[src/hw/rtl/stepper_velocity_pid_planner_core_defines.svh]
// Assertion macros shared by the planner RTL.
// Each macro expects clk and rst_n to be visible in the module that uses it.
`ifndef STEPPER_VELOCITY_PID_PLANNER_CORE_DEFINES_SVH
`define STEPPER_VELOCITY_PID_PLANNER_CORE_DEFINES_SVH

// Same-cycle implication.
`define SVPP_ASSERT_IMPL(lbl, ante, cons, msg) \
  lbl: assert property (@(posedge clk) disable iff (!rst_n) (ante) |-> (cons)) \
    else $error(msg);

// Next-cycle implication.
`define SVPP_ASSERT_NEXT(lbl, ante, cons, msg) \
  lbl: assert property (@(posedge clk) disable iff (!rst_n) (ante) |=> (cons)) \
    else $error(msg);

`endif

[src/hw/rtl/svpp_pkg.sv]
package svpp_pkg;

  // Configuration register indexes.
  localparam logic [2:0] CFG_GAIN_P      = 3'd0;
  localparam logic [2:0] CFG_GAIN_I      = 3'd1;
  localparam logic [2:0] CFG_GAIN_D      = 3'd2;
  localparam logic [2:0] CFG_ACCEL_LIMIT = 3'd3;
  localparam logic [2:0] CFG_SPEED_LIMIT = 3'd4;
  localparam logic [2:0] CFG_MIN_SPEED   = 3'd5;
  localparam logic [2:0] CFG_UPDATE_MS   = 3'd6;

  // Result status codes.
  localparam logic [2:0] ST_APPLIED  = 3'd0;
  localparam logic [2:0] ST_TOO_SOON = 3'd1;
  localparam logic [2:0] ST_GAP_LONG = 3'd2;
  localparam logic [2:0] ST_TRIP     = 3'd3;
  localparam logic [2:0] ST_DECEL    = 3'd4;

  // Fixed controller constants.
  localparam int STEP_RATE_HZ    = 10000;
  localparam int VEL_DEAD_BAND   = 256;
  localparam int POS_DEAD_BAND   = 1;
  localparam int FLOOR_ACCEL     = 1000;
  localparam int FLOOR_MIN_SPEED = 256;
  localparam int MS_SCALE_Q8     = 256000;
  localparam int TRIP_LIMIT_Q8   = 25600000;
  localparam int PERIOD_NUM      = STEP_RATE_HZ * 256;

  // Datapath widths.
  localparam int DIVN_W = 44;
  localparam int DIVS_W = 32;
  localparam int QUO_W  = DIVN_W + 1;
  localparam int MUL_W  = 33;
  localparam int PROD_W = 2 * MUL_W;

  typedef struct packed {
    logic                     start;
    logic signed [DIVN_W-1:0] dividend;
    logic        [DIVS_W-1:0] divisor;
  } div_req_t;

  typedef struct packed {
    logic                    done;
    logic signed [QUO_W-1:0] quotient;
  } div_rsp_t;

endpackage

[src/hw/rtl/svpp_mul.sv]
module svpp_mul (
  input  logic                                 clk,
  input  logic signed [svpp_pkg::MUL_W-1:0]    op_a,
  input  logic signed [svpp_pkg::MUL_W-1:0]    op_b,
  output logic signed [svpp_pkg::PROD_W-1:0]   prod
);
  import svpp_pkg::*;

  logic signed [PROD_W-1:0] prod_r;

  // Registered signed multiply, one result per cycle.
  always_ff @(posedge clk) begin
    prod_r <= PROD_W'(op_a) * PROD_W'(op_b);
  end

  assign prod = prod_r;

endmodule

[config.mk]
export PLATFORM = sky130hd
export DESIGN_NAME = svpp_mul
export DESIGN_NICKNAME = d
export VERILOG_FILES = /design/src/hw/rtl/stepper_velocity_pid_planner_core_defines.svh /design/src/hw/rtl/svpp_pkg.sv /design/src/hw/rtl/svpp_mul.sv
export SDC_FILE = /design/constraint.sdc
export NUM_CORES = 2
export LEC_CHECK = 0
export BUFFER_PORTS_ARGS = -buffer_cell sky130_fd_sc_hd__buf_2
export CAP_MARGIN = 20
export CORE_MARGIN = 8
export CORE_UTILIZATION = 56
export DETAILED_ROUTE_END_ITERATION = 8
export PLACE_DENSITY_LB_ADDON = 0.3
export SETUP_SLACK_MARGIN = 0.4
export SLEW_MARGIN = 30
export SYNTH_ARGS = -nofsm -noshare
export SYNTH_HDL_FRONTEND = slang
export SYNTH_SLANG_ARGS = --single-unit
[constraint.sdc]
create_clock -name clk -period 12.6 [get_ports clk]
set_clock_uncertainty 0.15 [all_clocks]
set_input_delay 3.15 -clock clk [delete_from_list [all_inputs] [get_ports clk]]
set_output_delay 3.15 -clock clk [all_outputs]
set_load 0.02 [all_outputs]
==> results.ini <==
[outcome]
outcome = finished clean

[timing]
final_max_slew_viol_count = 0
rsz0062_at_grt = no
hold_viol_final = 0
slew_headroom = 0.345
fmax_ghz = 0.0895
finalCritPeriodShare = 0.887
min_period_ns = 11.17
tightest_slew_ns = 0.982
tns_ns = 0
setup_viol_count_final = 0

[worst_hold_path]
worstHoldStart = op_a[0]
hold_path.class = in2reg
holdPathStages = 3

[die]
start_util = 0.562
core_sq_um = 72500
fp-row-count = 99
io_pins = 133
dieArea_sq_um = 81600
die_h_um = 286
chipWidth_um = 286

[global_routing]
grt_pass1_wl_um = 178000
grt_max_degree = 34
grt_pass1_vias = 32159
grt-ovfl-total = 0
antenna_found_initial = 6
grt.total_usage = 0.281

[placed_design]
hpwl_um = 90600
io_buffers = 132
gp_congestion = 0.923

[final_layout]
largest_register_ffs = 66
area_delta_synth_final_pct = 3.78
drive_gt1_frac = 0.0501
fin_nets = 5719

[drt]
first_pass_iters = 5
drtAntennaViolNets = 0
wl_met2_um = 56400
wirelength_um = 109000
wl_met1_um = 39000
met3_length_um = 6610
vias = 28873
top_layer = met5
wl_per_cell_um = 20.8
drc = 0
drt_iter0_markers = 1983
via_per_inst = 5.49

[clock_network]
cts_hold_buf = 0
cts.repair.resized = 0
ctsHtreeMaxLevel = 3
cts_buffers = 9
cts_sinks = 66
postCtsSetupRepairBufs = 0
cts-root-buf = clkbuf_16
cts_buffer_depth = 2
cts.reportedPaths.clkPinSlew_ns = 0.06
cts_tree = built

[yosys]
syn_avg_cell_area_sq_um = 9.39
synth_nets = 5767
yosysWarnings = 0
ys_seq_elements = 66
synth_edf_count = 0
yosysUniqueCellTypes = 80
synthArstFlopShare = 0
netlist_area_sq_um = 40700
ys_seq_area_frac = 0.0324
syn_inst = 4338
ys.flop_type = dfxtp_1

[worst_setup_path]
end_kind = flip-flop
worstPathRequired_ns = 12.72
startpoint = op_b[9]
critPathKind = in2reg
cp.arrival_ns = 11.30
critPathLaunchType = primary input
critPathMaxFanout = 33

[flow_run]
maxCapViolCount = 0

## critical path, stage by stage
cell,delay (ns)
buf_2,0.67
nand2_1,0.28
fa_1,0.80
fa_1,0.52
fa_1,0.55
inv_1,0.05
fa_1,0.48
fa_1,0.61
fa_1,0.44
fa_1,0.50
inv_1,0.05
fa_1,0.47
inv_1,0.04
ha_1,0.43
nand3_1,0.23
nor2_1,0.38
nand2_1,0.17
nor3_1,0.62
o311ai_4,0.31
nand3_2,0.20
a211oi_1,0.09
a311oi_1,0.23
## cells in the final DEF (no fill, tap or decap), types with 5 or more instances in the layout
cell / instances
nor2b_1: 5
clkbuf_16: 9
nand2b_1: 12
ha_1: 217
buf_4: 30
and4_1: 5
o21ai_1: 6
o21ai_0: 25
o21bai_1: 11
nor2_1: 68
and3_1: 5
o21a_1: 6
xor2_1: 25
inv_1: 1131
fa_1: 1144
nand2_1: 551
a21oi_1: 57
a21o_1: 36
a211o_1: 6
nand4_1: 11
and2_1: 562
a211oi_1: 7
nand3_1: 25
buf_2: 132
nor3_1: 7
xnor2_1: 43
a31oi_1: 8
dfxtp_1: 66
## cells by family after synthesis
kind of cell | share of synthesized area
compound gates | 0.0407
xor+xnor | 0.0146
fa+ha+maj | 0.629
buf+inv | 0.125
flops | 0.0324
simple gates | 0.158
## metrics by stage
stage	hold slack (ns)	instance area [sq um]	std cells	setup WS (ns)	util
3_3_place_gp	3.42	42000	5238	1.04	0.579
2_1_floorplan	3.13	40700	4338	2.06	-
4_1_cts	3.31	42300	5254	1.47	0.583
6_report	3.34	42300	5257	1.43	0.583
3_5_place_dp	3.42	42000	5238	1.10	0.579
5_1_grt	3.34	42300	5256	1.02	0.583
## per-layer routing
layer,GRT usage,vias up
met3,0.0349,317
met1,0.337,15159
li1,-,12238
met2,0.488,1153
met4,0.156,6
met5,0.00476,-
## final timing paths
kind,end,slack [ns]
hold / removal,prod[0]$_DFF_P_,3.34
setup / recovery,prod[64]$_DFF_P_,1.43
## synth_stat cells, drive strengths merged, types with 3 or more instances
cell type / number / share of area
o31ai: 7 / 0.0025
o211ai: 5 / 0.0013
a211o: 6 / 0.0013
nand3: 26 / 0.0033
ha: 217 / 0.067
and3: 6 / 0.0010
o21ai: 33 / 0.0042
or2: 3 / 0.00046
nor2: 68 / 0.0063
nor4: 3 / 0.00083
nor2b: 5 / 0.00077
and4: 5 / 0.0011
fa: 1145 / 0.56
nand2b: 12 / 0.0018
nand4: 12 / 0.0020
xor2: 25 / 0.0054
inv: 1131 / 0.10
clkbuf: 208 / 0.019
buf: 13 / 0.0017
o21a: 6 / 0.0011
a21boi: 3 / 0.00083
dfxtp: 66 / 0.032
or3: 3 / 0.00046
a21o: 38 / 0.0071
a211oi: 11 / 0.0027
a31oi: 9 / 0.0015
nor3: 7 / 0.00086
a21oi: 61 / 0.0080
a221oi: 3 / 0.0011
o21bai: 11 / 0.0020
nand2: 551 / 0.051
and2: 563 / 0.087
xnor2: 43 / 0.0092
## layout make-up
type                            count  area, sq um
Tap cell                          959         1200
Inverter                         1131         4250
Clock buffer                       10          229
Sequential cell                    66         1320
Timing Repair Buffer              162          886
Antenna cell                        3         7.51
Clock inverter                      6         67.6
Fill cell                        6404        30200
Multi-Input combinational cell   2920        34300
Power is left out: the tool's default activity adds up to more than one toggle a clock period on the data nets, which glitch-free logic cannot reach.
