==> src/hw/rtl/stepper_velocity_pid_planner_core_defines.svh <==
// Assertion macros shared by the planner RTL.
// Each macro expects clk and rst_n to be visible in the module that uses it.
`ifndef STEPPER_VELOCITY_PID_PLANNER_CORE_DEFINES_SVH
`define STEPPER_VELOCITY_PID_PLANNER_CORE_DEFINES_SVH

// Same-cycle implication.
`define SVPP_ASSERT_IMPL(lbl, ante, cons, msg) \
  lbl: assert property (@(posedge clk) disable iff (!rst_n) (ante) |-> (cons)) \
    else $error(msg);

// Next-cycle implication.
`define SVPP_ASSERT_NEXT(lbl, ante, cons, msg) \
  lbl: assert property (@(posedge clk) disable iff (!rst_n) (ante) |=> (cons)) \
    else $error(msg);

`endif

==> src/hw/rtl/svpp_pkg.sv <==
package svpp_pkg;

  // Configuration register indexes.
  localparam logic [2:0] CFG_GAIN_P      = 3'd0;
  localparam logic [2:0] CFG_GAIN_I      = 3'd1;
  localparam logic [2:0] CFG_GAIN_D      = 3'd2;
  localparam logic [2:0] CFG_ACCEL_LIMIT = 3'd3;
  localparam logic [2:0] CFG_SPEED_LIMIT = 3'd4;
  localparam logic [2:0] CFG_MIN_SPEED   = 3'd5;
  localparam logic [2:0] CFG_UPDATE_MS   = 3'd6;

  // Result status codes.
  localparam logic [2:0] ST_APPLIED  = 3'd0;
  localparam logic [2:0] ST_TOO_SOON = 3'd1;
  localparam logic [2:0] ST_GAP_LONG = 3'd2;
  localparam logic [2:0] ST_TRIP     = 3'd3;
  localparam logic [2:0] ST_DECEL    = 3'd4;

  // Fixed controller constants.
  localparam int STEP_RATE_HZ    = 10000;
  localparam int VEL_DEAD_BAND   = 256;
  localparam int POS_DEAD_BAND   = 1;
  localparam int FLOOR_ACCEL     = 1000;
  localparam int FLOOR_MIN_SPEED = 256;
  localparam int MS_SCALE_Q8     = 256000;
  localparam int TRIP_LIMIT_Q8   = 25600000;
  localparam int PERIOD_NUM      = STEP_RATE_HZ * 256;

  // Datapath widths.
  localparam int DIVN_W = 44;
  localparam int DIVS_W = 32;
  localparam int QUO_W  = DIVN_W + 1;
  localparam int MUL_W  = 33;
  localparam int PROD_W = 2 * MUL_W;

  typedef struct packed {
    logic                     start;
    logic signed [DIVN_W-1:0] dividend;
    logic        [DIVS_W-1:0] divisor;
  } div_req_t;

  typedef struct packed {
    logic                    done;
    logic signed [QUO_W-1:0] quotient;
  } div_rsp_t;

endpackage

==> src/hw/rtl/svpp_div.sv <==
module svpp_div (
  input  logic                clk,
  input  logic                rst_n,
  input  svpp_pkg::div_req_t  req,
  output svpp_pkg::div_rsp_t  rsp
);
  import svpp_pkg::*;

  logic              busy_r;
  logic              done_r;
  logic              neg_r;
  logic [5:0]        cnt_r;
  logic [DIVS_W-1:0] rem_r;
  logic [DIVS_W-1:0] dvs_r;
  logic [DIVN_W-1:0] work_r;
  logic [DIVS_W:0]   rem_sh;
  logic [DIVS_W+1:0] diff;
  logic [DIVN_W-1:0] mag;

  // Magnitude of the signed dividend.
  assign mag = req.dividend[DIVN_W-1] ? DIVN_W'(-req.dividend) : DIVN_W'(req.dividend);

  // One restoring step: shift in the next dividend bit, try the subtract.
  assign rem_sh = {rem_r, work_r[DIVN_W-1]};
  assign diff   = {1'b0, rem_sh} - {2'b00, dvs_r};

  // Control with reset.
  always_ff @(posedge clk) begin
    if (!rst_n) begin
      busy_r <= 1'b0;
      done_r <= 1'b0;
      cnt_r  <= '0;
    end else begin
      done_r <= 1'b0;
      if (req.start) begin
        busy_r <= 1'b1;
        cnt_r  <= 6'(DIVN_W);
      end else if (busy_r) begin
        cnt_r <= cnt_r - 6'd1;
        if (cnt_r == 6'd1) begin
          busy_r <= 1'b0;
          done_r <= 1'b1;
        end
      end
    end
  end

  // Datapath: remainder and shifting dividend/quotient word.
  always_ff @(posedge clk) begin
    if (req.start) begin
      rem_r  <= '0;
      dvs_r  <= req.divisor;
      work_r <= mag;
      neg_r  <= req.dividend[DIVN_W-1];
    end else if (busy_r) begin
      if (!diff[DIVS_W+1]) begin
        rem_r  <= diff[DIVS_W-1:0];
        work_r <= {work_r[DIVN_W-2:0], 1'b1};
      end else begin
        rem_r  <= rem_sh[DIVS_W-1:0];
        work_r <= {work_r[DIVN_W-2:0], 1'b0};
      end
    end
  end

  // Quotient truncates toward zero.
  assign rsp.done     = done_r;
  assign rsp.quotient = neg_r ? -$signed({1'b0, work_r}) : $signed({1'b0, work_r});

endmodule

==> config.mk <==
export PLATFORM = sky130hd
export DESIGN_NAME = svpp_div
export DESIGN_NICKNAME = d
export VERILOG_FILES = /design/src/hw/rtl/stepper_velocity_pid_planner_core_defines.svh /design/src/hw/rtl/svpp_pkg.sv /design/src/hw/rtl/svpp_div.sv
export SDC_FILE = /design/constraint.sdc
export NUM_CORES = 1
export LEC_CHECK = 0
export ABC_AREA = 1
export BUFFER_PORTS_ARGS = -buffer_cell sky130_fd_sc_hd__buf_2
export CORE_MARGIN = 1.5
export CORE_UTILIZATION = 60
export DETAILED_ROUTE_END_ITERATION = 8
export HOLD_SLACK_MARGIN = 0.03
export PLACE_DENSITY = 0.85
export SYNTH_ARGS = -nofsm -noshare
export SYNTH_HDL_FRONTEND = slang
export SYNTH_SLANG_ARGS = --single-unit
export TNS_END_PERCENT = 20
==> constraint.sdc <==
create_clock -name clk -period 8.54 [get_ports clk]
set_clock_uncertainty 0.15 [all_clocks]
set_input_delay 1.281 -clock clk [delete_from_list [all_inputs] [get_ports clk]]
set_output_delay 1.281 -clock clk [all_outputs]
set_load 0.01 [all_outputs]
==> impl_metrics.csv, run 1 <==
group,metric,value,unit
outcome,status,"finished clean",
setup_path,crit_start,"work_r[1]",
cts,post_cts_buffers,0,
floorplanning,pin_count,125,
setup_path,startpoint_type,"flip-flop",
setup_path,rrSetupSlack,5530,ps
hold_path,min_path_type,"reg -> reg",
sta,slew_headroom,0.2246,
cts,htreeDepth,4,
setup_path,worstSetupPathType,"reg -> out",
cts,postCtsHoldBufs,0,
cts,clkTransAtPathRegs,60,ps
grt,grt_max_degree,85,
layout,drive_above_1_share,0.1277,
pwr,power.density,153.4,mW/mm^2
cts,clkSinkCount,117,
hold_path,holdPathEnd,"rem_r[12]",
synth,synth_flop_cell,"edfxtp_1",
cts,ctsRootBufferMaster,"clkbuf_16",
sta,worstMarginPinSlew,1163,ps
setup_path,endpoint_kind,"output pin",
layout,syn_to_final_growth,12.60,%
routing,post_drt_wl_per_cell,16.05,um
synth,synthTopCellsByArea,"edfxtp_1 22%, nand2_1 19%, inv_1 9.7%",
synth,ys_async_sr_fraction,0,
sta,fin_ws,4544,ps
floorplanning,die_y,134.0,um
setup_path,ff2ff_path_depth,16,
sta,fin_crit_sh,0.4679,
grt,overflow,0,
routing,viasPerCell,5.449,
placed_design,port_buffers,124,
layout,multi_input_area,0.005932,mm^2
sta,final.min_clock_period,3996,ps
floorplanning,initial_core_util,0.6183,
floorplanning,fp.coreArea,0.01664,mm^2
synth,netlist_area,0.01029,mm^2
placed_design,pre_cts_slack,4634,ps
pwr,power.leakage,5.970,nW
routing,drt_iter0_drc,902,
synth,synth_edf_count,77,
grt,antenna_found_initial,1,
layout,final_cell_mix,"508 x nand2_1, 265 x inv_1, 168 x nor2_1",
hold_path,holdPathStages,2,
setup_path,r2r_end,"rem_r[28]",
layout,regArea,0.003113,mm^2
setup_path,cpMaxStageDelayCell,"edfxtp_1",
routing,drt-pass1-iter-count,6,
routing,wl,31210,um
cts,numCtsBuffers,17,
placed_design,postPlaceCellArea,0.01100,mm^2
routing,vias,10590,
setup_path,arrival,2570,ps
job,drv_cap,0,
synth,syn_area_per_cell,6.423,um^2
sta,max_freq,0.2502,GHz
layout,final_area,0.01159,mm^2
setup_path,worstReg2RegStart,"work_r[43]",
synth,synth_warnings,0,
floorplanning,rows,47,
floorplanning,die_area,0.01794,mm^2
setup_path,crit_chain,"inv_1, ha_1, nand3_1, nor2_2, nand3_2, nor3_4, a31oi_1, xor2_1, buf_2",
sta,setup-tns-final,0,ps
floorplanning,die_x,134.0,um
placed_design,gp_congestion,1.001,
sta,rsz0062_at_grt,"false",
layout,final_common_cell,"nand2_1",
cts,clock_path_buffers,2,
routing,drc_errors,0,
grt,grt_pass1_vias,9907,
setup_path,cp_max_fo,6,
synth,yosysUniqueCellTypes,47,
sta,drv_slew,0,
setup_path,required,7110,ps
pwr,ir_drop,0.1320,mV
synth,synth_cells,1602,
grt,grtUsageTotal,0.3550,
sta,setup_violations,0,
grt,grt_first_pass_wirelength,49820,um
synth,synth_nets,1718,
cts,cts_resized,0,
layout,nFillCells,1492,
synth,yosysTopAreaCellShare,0.2247,
cts,clk_latency,430,ps
routing,ant_nets,0,
hold_path,min-delay-start,"rem_r[12]",
cts,cts_tree,"done",
sta,hold_viol,0,
synth,synth_largest_area_cell,"edfxtp_1",
synth,yosysSeqAreaShare,0.3025,
placed_design,hpwl,24170,um
layout,nNetsFinal,1826,
setup_path,cp_slowest_stage_delay,440,ps
synth,synth_seq_cells,117,
-- cell type report --
cell class | count | share of cell area
multi-input combinational | 1172 | 0.5120
sequential | 117 | 0.2687
clock buffer | 18 | 0.03888
antenna | 1 | 0.0002160
tap | 220 | 0.02376
timing repair buffer | 129 | 0.05680
clock inverter | 14 | 0.01123
inverter | 273 | 0.08844
-- Yosys cell counts, types with 4 or more instances --
| cell type | instances |
|---|---|
| nor2_2 | 9 |
| o21ai_0 | 45 |
| a31oi_1 | 16 |
| xnor2_1 | 26 |
| nor4_1 | 7 |
| nand2_1 | 508 |
| nand3_1 | 148 |
| buf_2 | 4 |
| dfxtp_1 | 40 |
| a21oi_1 | 29 |
| o21ai_1 | 16 |
| nor2_1 | 169 |
| or2_2 | 7 |
| edfxtp_1 | 77 |
| inv_2 | 6 |
| inv_1 | 266 |
| nand3_2 | 15 |
| clkbuf_1 | 22 |
| nand4_1 | 25 |
| buf_4 | 5 |
| nand2_2 | 4 |
| xor2_1 | 54 |
| ha_1 | 36 |
| nor3_1 | 16 |
| buf_6 | 5 |
| nand3b_1 | 13 |
-- metrics by stage --
| stage | hold WS, ps | util | total power [mW] | cells |
|---|---|---|---|---|
| after global routing | 341.2 | 0.6960 | 1.841 | 1943 |
| after detailed placement | 308.8 | 0.6612 | 1.065 | 1911 |
| after global placement | 304.6 | 0.6612 | 1.061 | 1911 |
| after floorplan | 293.6 | - | 0.9198 | 1602 |
| final | 323.1 | 0.6962 | 1.777 | 1944 |
| after CTS | 319.7 | 0.6960 | 1.771 | 1943 |
-- cells by family after synthesis --
group / synth area share
compound gates: 0.06360
xor+xnor: 0.06809
fa+ha+maj: 0.04572
buf+inv: 0.1212
flops: 0.3025
simple gates: 0.3988
-- worst max path at each step --
stage / end / cells past startpoint
4_1_cts: rsp[22] / 10
3_3_place_gp: work_r[40] / 5
3_5_place_dp: work_r[39] / 5
6_report: rsp[16] / 9
2_1_floorplan: work_r[0] / 4
5_1_grt: rsp[22] / 10
-- flip-flops by register name, indices dropped and copies added, names as in the netlist --
register and cells:
busy_r 1, cnt_r 6, done_r 1, dvs_r 32
neg_r 1, rem_r 32, work_r 44
-- worst max-delay path, delay by kind of cell, from the launching register on --
family          cells  cell delay, ps
fa+ha+maj           1             200
xor+xnor            1             270
simple gates        4             800
flops               1             440
compound gates      1             140
buf+inv             2             290
-- metal layers --
layer	global-route usage	share of wire	vias up	wire (um)
li1	-	-	5288	-
met1	0.4663	0.42	4771	13140
met2	0.5808	0.46	456	14420
met3	0.06689	0.083	78	2577
met4	0.1359	0.034	0	1076
met5	0	0	-	0
-- power breakdown --
group / internal [mW] / switching, mW
combinational: 0.124 / 0.244
sequential: 0.653 / 0.0411
clock: 0.403 / 0.312
total: 1.18 / 0.597
(Power assumes the default switching activity.)
==> inputs of run 2 (changes only) <==
CORE_UTILIZATION = 54   (was 60)
PLACE_DENSITY = 0.81   (was 0.85)
clock period = 3.5 ns   (was 8.54 ns; I/O delays follow)
==> impl_metrics.csv, run 2 (synthesis gave the netlist of run 1 again) <==
group,metric,value,unit
outcome,status,"finished clean",
cts,numCtsBuffers,17,
grt,overflow,0,
floorplanning,die_y,141.0,um
setup_path,worstReg2RegStart,"work_r[43]",
cts,cts_tree,"done",
layout,syn_to_final_growth,13.41,%
sta,final.min_clock_period,3275,ps
cts,post_cts_buffers,0,
hold_path,min_path_type,"in -> reg",
layout,final_cell_mix,"508 x nand2_1, 265 x inv_1, 168 x nor2_1",
routing,post_drt_wl_per_cell,15.94,um
pwr,power.leakage,6.007,nW
placed_design,hpwl,24660,um
sta,fin_crit_sh,0.9356,
routing,wl,31310,um
grt,grtUsageTotal,0.3190,
sta,worstMarginPinSlew,834.0,ps
setup_path,crit_start,"work_r[1]",
job,drv_cap,0,
grt,grt_max_degree,56,
floorplanning,die_area,0.01989,mm^2
setup_path,arrival,2600,ps
hold_path,min-delay-start,"req[5]",
cts,ctsRootBufferMaster,"clkbuf_16",
routing,drc_errors,0,
cts,clkTransAtPathRegs,70,ps
cts,cts_resized,0,
grt,antenna_found_initial,0,
setup_path,worstSetupPathType,"reg -> out",
placed_design,dp_cells,1932,
grt,grt_first_pass_wirelength,49350,um
routing,vias,10610,
placed_design,gp_congestion,1.009,
layout,largest_register_ff_count,44,
cts,clock_path_buffers,2,
setup_path,required,2820,ps
setup_path,startpoint_type,"flip-flop",
routing,viasPerCell,5.401,
layout,instances_no_fill,1964,
floorplanning,initial_core_util,0.5501,
sta,hold_viol,0,
layout,nNetsFinal,1833,
layout,final_common_cell,"nand2_1",
placed_design,pre_cts_slack,723.8,ps
routing,drt-pass1-iter-count,6,
cts,htreeDepth,4,
sta,fin_ws,225.5,ps
setup_path,cp_max_fo,6,
sta,slew_headroom,0.4434,
cts,clk_latency,440,ps
pwr,ir_drop,0.3702,mV
grt,grt_pass1_vias,9854,
floorplanning,pin_count,125,
sta,rsz0062_at_grt,"false",
layout,regMostFlops,"work_r",
cts,clkSinkCount,117,
sta,setup_violations,0,
sta,drv_slew,0,
pwr,power.density,373.4,mW/mm^2
layout,reg_top3,"work_r x44, dvs_r x32, rem_r x32",
routing,ant_nets,0,
cts,postCtsHoldBufs,0,
sta,max_freq,0.3054,GHz
floorplanning,rows,50,
routing,drt_iter0_drc,1073,
setup_path,endpoint_kind,"output pin",
floorplanning,die_x,141.0,um
floorplanning,fp.coreArea,0.01871,mm^2
placed_design,port_buffers,124,
layout,drive_above_1_share,0.1306,
sta,setup-tns-final,0,ps
layout,n_antenna_cell,0,
-- run 2: cell count changes in the layout (fill, tap and decap cells not counted) --
cell / change
clkbuf_1: +1
clkbuf_16: +1
inv_6: +2
buf_12: +1
clkinv_4: -1
buf_4: +6
inv_8: -3
diode_2: -1
-- run 2: per-stage QoR --
step                hold slack, ps  total power, mW  utilization  cell area (um^2)
floorplan                    293.6            2.244            -             10290
global placement             307.8            2.611       0.5926             11090
detailed placement           308.6            2.617       0.5926             11090
CTS                          106.2            4.349       0.6239             11670
global route                 101.1            4.517       0.6239             11670
finish                       110.6            4.357       0.6239             11670
-- run 2: routing by layer --
metal / GRT usage / vias up / routed length [um]
met5: 0 / - / 0
met3: 0.05231 / 62 / 2598
met2: 0.5152 / 482 / 14140
li1: - / 5282 / -
met1: 0.4297 / 4782 / 13610
met4: 0.1212 / 0 / 963
-- run 2: path summary, 6_finish.rpt --
kind | endpoint | slack (ps) | cells past startpoint
setup / recovery | rsp[18] | 230 | 9
hold / removal | dvs_r[5] | 110 | 1
setup reg to reg | rem_r[28] | 780 | 16
hold reg to reg | rem_r[14] | 320 | 2
-- run 2: layout make-up --
type / instances / area (um^2)
Fill cell: 1730 / 7036
Clock buffer: 20 / 479.2
Multi-Input combinational cell: 1172 / 5932
Timing Repair Buffer: 136 / 723.2
Sequential cell: 117 / 3113
Clock inverter: 12 / 105.1
Inverter: 273 / 1025
Tap cell: 234 / 292.8
-- run 2: worst max-delay path, cell delays in order, from the launching register on --
cell and delay (ps):
edfxtp_1 420, inv_1 100, ha_1 220, nand3_1 160, nor2_2 270, nand3_2 140, nor3_4 230, a21oi_1 130
xor2_1 300, buf_2 210
-- run 2: report_power, final --
group | switching, mW | internal [mW]
clock | 0.728 | 1.02
sequential | 0.103 | 1.59
combinational | 0.606 | 0.311
total | 1.44 | 2.92
